### src/design/tun_pkg.sv
// Shared constants and width helpers for the triangle unit normal block
package tun_pkg;

  localparam int NORM_BITS = 30;
  localparam int ROOT_W    = NORM_BITS + 1;
  localparam int SUM_W     = 2 * NORM_BITS + 2;
  localparam int CHUNK_W   = 8;
  localparam int QUEUE_DEPTH = 4;

  // width of a cross product component magnitude
  function automatic int mag_w(input int coord_w);
    return 2 * coord_w + 2;
  endfunction

  // width of one queue item: three magnitudes, three signs, degenerate flag
  function automatic int item_w(input int coord_w);
    return 3 * mag_w(coord_w) + 4;
  endfunction

endpackage

### src/design/tun_fifo.sv
// Small register queue between the front and back parts
module tun_fifo #(
  parameter int W     = 16,
  parameter int DEPTH = 4
) (
  input  logic         clk,
  input  logic         rst,
  input  logic         push,
  input  logic [W-1:0] push_data,
  output logic         full,
  input  logic         pop,
  output logic [W-1:0] pop_data,
  output logic         empty
);
  import tun_pkg::*;

  localparam int AW = (DEPTH > 1) ? $clog2(DEPTH) : 1;

  logic [W-1:0]  mem [DEPTH];
  logic [AW-1:0] wp;
  logic [AW-1:0] rp;
  logic [AW:0]   cnt;

  assign full     = (cnt == (AW+1)'(DEPTH));
  assign empty    = (cnt == '0);
  assign pop_data = mem[rp];

  always_ff @(posedge clk) begin
    if (push) begin
      mem[wp] <= push_data;
    end
  end

  always_ff @(posedge clk) begin
    if (rst) begin
      wp  <= '0;
      rp  <= '0;
      cnt <= '0;
    end else begin
      if (push) begin
        wp <= (wp == AW'(DEPTH - 1)) ? '0 : wp + 1'b1;
      end
      if (pop) begin
        rp <= (rp == AW'(DEPTH - 1)) ? '0 : rp + 1'b1;
      end
      case ({push, pop})
        2'b10:   cnt <= cnt + 1'b1;
        2'b01:   cnt <= cnt - 1'b1;
        default: cnt <= cnt;
      endcase
    end
  end

endmodule

### config.mk
export PLATFORM = sky130hd
export DESIGN_NAME = tun_fifo
export DESIGN_NICKNAME = d
export VERILOG_FILES = /design/src/design/tun_pkg.sv /design/src/design/tun_fifo.sv
export SDC_FILE = /design/constraint.sdc
export NUM_CORES = 1
export LEC_CHECK = 0
export ABC_AREA = 1
export BUFFER_PORTS_ARGS = -buffer_cell sky130_fd_sc_hd__buf_2
export CAP_MARGIN = 20
export CORE_MARGIN = 4
export CORE_UTILIZATION = 51
export DETAILED_ROUTE_END_ITERATION = 8
export PLACE_DENSITY = 0.75
export SYNTH_ARGS = -nofsm -noshare
export SYNTH_HDL_FRONTEND = slang
export SYNTH_SLANG_ARGS = --single-unit
### constraint.sdc
create_clock -name clk -period 1.35 [get_ports clk]
set_input_delay 0.0675 -clock clk [delete_from_list [all_inputs] [get_ports clk]]
set_output_delay 0.0675 -clock clk [all_outputs]
set_load 0.03 [all_outputs]
## After elaboration in Yosys (flattened, before gate mapping)

Memories as Yosys holds them, arrays and structs flattened. A register that Yosys moved wholly into a read port is not among the register bits.
Index checks and enable logic that the tools add are counted.

- Word-level logic and storage cells: 22
- Memories kept: 1
- Latch bits: 0
- Bits in writable memories: 64
- Memory bits (read-only): 0
- Output and inout port bits: 18
- Bits of input ports: 20
- Bits in registers: 7

Memory list:

| memory | words | width | rd ports | clocked after memory_dff | write ports | line | source |
|---|---|---|---|---|---|---|---|
| mem | 4 | 16 | 1 | 1 | 1 | tun_fifo.sv:19 | `logic [W-1:0] mem [DEPTH];` |

- Bitwise logic cells: 0
- Equality and inequality tests: 5
- $mul: 0
- Add/sub/neg operators: 4
- Shifts and indexed selects: 0
- Reduce and logical (&&, ||, !) cells: 2
- Muxes and demuxes: 7
- Div/mod/pow operators: 0
- Magnitude comparators: 0

Operators with widths:

| operator | count |
|---|---|
| 2-to-1 mux 2 bit | 4 |
| equality test 2 bit (second input constant) | 3 |
| case mux 3 bit (2 select lines) | 1 |
| adder 2 x 1 -> 2 bit (second input constant) | 2 |
| adder 3 x 1 -> 3 bit (second input constant) | 1 |
| equality test 3 bit (second input constant) | 1 |
| logical NOT 3 bit | 1 |
| subtractor 3 x 1 -> 3 bit (second input constant) | 1 |
| equality test 2 x 1 -> 1 bit (second input constant) | 1 |
| 2-to-1 mux 1 bit | 2 |
| nonzero test 2 bit | 1 |

## Longest topological paths before layout

- Depth in word-level cells: 4
- Mapped depth: 10
- Gate-level depth less buffers: 10

## Worst setup path before layout

OpenSTA, ideal clock, no wires.

- Path type: reg2reg
- Start: reg wp[0]
- End: mem mem[3][0], enable pin
- Period minus slack after synthesis: 1.280 ns
- Required time: 0.986 ns
- Data arrival time: 0.917 ns
- Stages on the path, launching flop included: 4
- Library setup time: 0.364 ns
- Buffers on the path: 0
- Slack: 0.070 ns
- Cell sequence: dfxtp_1 ha_1 nand2_1 inv_1

RTL lines:

| item | line | source |
|---|---|---|
| from (decl) | tun_fifo.sv:20 | `logic [AW-1:0] wp;` |
| from (signal assigned) | tun_fifo.sv:41 | `wp <= (wp == AW'(DEPTH - 1)) ? '0 : wp + 1'b1;` |
| to (decl) | tun_fifo.sv:19 |  |

Straight into the memory's write port.

==> reports/summary.txt <==
Commonest cells post-synth -> edfxtp_1, nor2_1, o21ai_1
Status -> complete, but fails checks
Initial drt markers -> 117
Critical path's top delay family -> buffers and inverters
Sequential share of power -> 0.546
Max IR drop VDD -> 956 uV
Max Root-Sink Buffers -> 2
Util after Layout -> 0.710
Area leader, netlist -> edfxtp_1
Drt pass-1 iters -> 4
Post-Route WL -> 5410 um
Width of the chip -> 82.3 um
Switching share of power -> 0.257
Post-layout min period -> 1530 ps
Root buf cell -> clkbuf_8
WP data required -> 1280 ps
Ys Warns -> 0
Crit-path max FO -> 8
CTS Buf Count -> 9
Core Area -> 5240 um^2
Routed wirelength normalized by instance count -> 14.9 um
Crit path buf inv count -> 4
Most common cell in the netlist -> edfxtp_1
Post-synth EDFFs -> 64
Crit path cell chain -> inv_4, buf_8, buf_8, o21ai_1, o22ai_1, buf_4
Number of global-route vias before repair -> 1838
Final setup fails -> 16
Clock Skews -> 2.76 ps
Final period util -> 1.13
FILL cells -> 364
Slew Viols, Final -> 0
Max-cap violation count -> 0
Crit path capture type -> output port
Switch Pwr -> 1.23 mW
Area grow syn2layout -> 32.0%
Slew HR -> 0.831
Power Total -> 4.79 mW
Post-DP Area -> 3180 um^2
Post-route setup TNS -> -1350 ps
Synth unique cells -> 17
Clock-pin slew on the worst setup and hold paths -> 70 ps
Vias per cell -> 5.20
Row cnt -> 26
Fmax -> 0.654 GHz
Final hold violations -> 0
Diodes inserted -> 0
Hold Crit Depth -> 3
Htree depth -> 3
Critical Path Source Type -> register
Largest cells by area after synthesis -> edfxtp_1, dfxtp_1, o21ai_1
RSZ-0062 raised after global routing -> true
Post-DP HPWL -> 3330 um
Die Height -> 82.3 um
Crit path kind -> reg2out
Synthesis-stage register bit count -> 73
Share of cells above drive strength 1 -> 0.301
First-pass GRT wire length -> 8130 um
Failing checks -> negative setup slack
Crit-path most repeated cell -> buf_8
R2R cell count -> 4
Ports -> 38
Remaining Overflow, GRT -> 0
DR DRC count -> 0
Worst hold-check path type -> in2reg
Synth async-reset ratio -> 0
WP depth -> 6
Top cell type's share of synthesized area -> 0.683
Initial Utilization -> 0.538
Largest net degree at the start of global routing -> 19
Comb pwr share -> 0.173
Register area -> 2110 um^2
GRT Util Overall -> 0.169
Clock power share -> 0.281
GPL Wtd Cong -> 0.747
CTS tree -> done
Cell Area, Synth -> 2820 um^2
Clk_lat worst skew -> 330 ps
Clk sink count -> 73
Final WS setup -> -180 ps
Sequential element share of the synthesized area -> 0.747
CP arrival -> 1460 ps
Syn Inst Count -> 214
Syn nets -> 241
Via count -> 1884
Mean Syn Cell Area -> 13.2 um^2
Area occupied by multi-input gates -> 666 um^2
Design Area, Final -> 3720 um^2
Power Density -> 1290 nW/um^2
Internal power -> 3.56 mW
Remaining antenna violation count -> 0
Layout net count -> 314
Least-Margin Pin Slew -> 251 ps
Die footprint -> 6770 um^2
Crit-path max cell delay -> 380 ps
Initial antenna violation count -> 0
Ys flop type -> edfxtp_1
Slowest cell on crit path -> dfxtp_4
I/O Buffers -> 37
P_leak -> 1.43 nW
[area by class of cell]
type | count | share of cell area
Clock inverter | 5 | 0.00606
Timing Repair Buffer | 70 | 0.168
Multi-Input combinational cell | 115 | 0.179
Inverter | 18 | 0.0202
Sequential cell | 73 | 0.568
Clock buffer | 11 | 0.0353
Tap cell | 70 | 0.0236
[through the flow]
stage	worst slack, ps	std cells	hold WS (ps)
after floorplan	69.5	214	140
after global placement	69.5	323	271
after detailed placement	18.1	323	277
after CTS	-136	356	33.6
after global routing	-233	362	64.2
final	-180	362	59.7
[worst reg2reg max path: stages (launching register included)]
cell	delay (ps)
dfxtp_1	410
ha_1	200
nand2_1	60
inv_1	90
buf_12	170
[final timing paths]
kind              slack, ps               start                  end
setup / recovery       -180            register          pop_data[6]
hold / removal           60                push   wp[1]$_SDFFE_PP0P_
setup reg to reg        130  wp[0]$_SDFFE_PP0P_  mem[3][5]$_DFFE_PP_
hold reg to reg         530  wp[1]$_SDFFE_PP0P_   wp[1]$_SDFFE_PP0P_
[flip-flops by register name, summed over array words and instances, names as in the netlist, named ones only]
register / cells
cnt: 3
rp: 2
wp: 2
mem: 64
[cells in the final DEF, fill, tap and decap left out, drive strengths merged]
cell type    count
a21oi            5
buf             53
clkbuf          11
clkinv           5
dfxtp            9
dlygate4sd3     17
edfxtp          64
fa               1
ha               6
inv             18
nand2            8
nand3            1
nand4            1
nor2            37
nor3             4
o21ai           36
o22ai           16
[repair_timing]
item	CTS	global route
pin swaps	3	7
hold buffers	17	0
resized for setup	28	28
endpoints found under the hold margin	67	0
setup buffers	0	6
setup endpoints to repair	16	17
[layer usage]
layer / wire (um) / global-route usage
met1: 2130 / 0.170
met2: 2870 / 0.301
met3: 303 / 0.0607
met4: 114 / 0.0897
met5: 0 / 0
[cell families (layout without fill, tap and decap cells)]
| group | count (synthesis) | after routing | synth area share |
|---|---|---|---|
| buffers and inverters | 26 | 104 | 0.0400 |
| AND/OR/NAND/NOR | 51 | 51 | 0.0711 |
| AO/OA/AOI/OAI | 57 | 57 | 0.108 |
| flip-flops | 73 | 73 | 0.747 |
| adder cells (fa/ha/maj) | 7 | 7 | 0.0338 |
[power groups by stage]
stage	registers (mW)	clock network, mW	logic (mW)
after floorplan	2.65	0	0.431
after global placement	2.65	0	0.657
after detailed placement	2.66	0	0.673
after CTS	2.61	1.38	0.767
after global routing	2.62	1.47	0.903
final	2.62	1.34	0.830
Power figures use the tool's default switching activity.
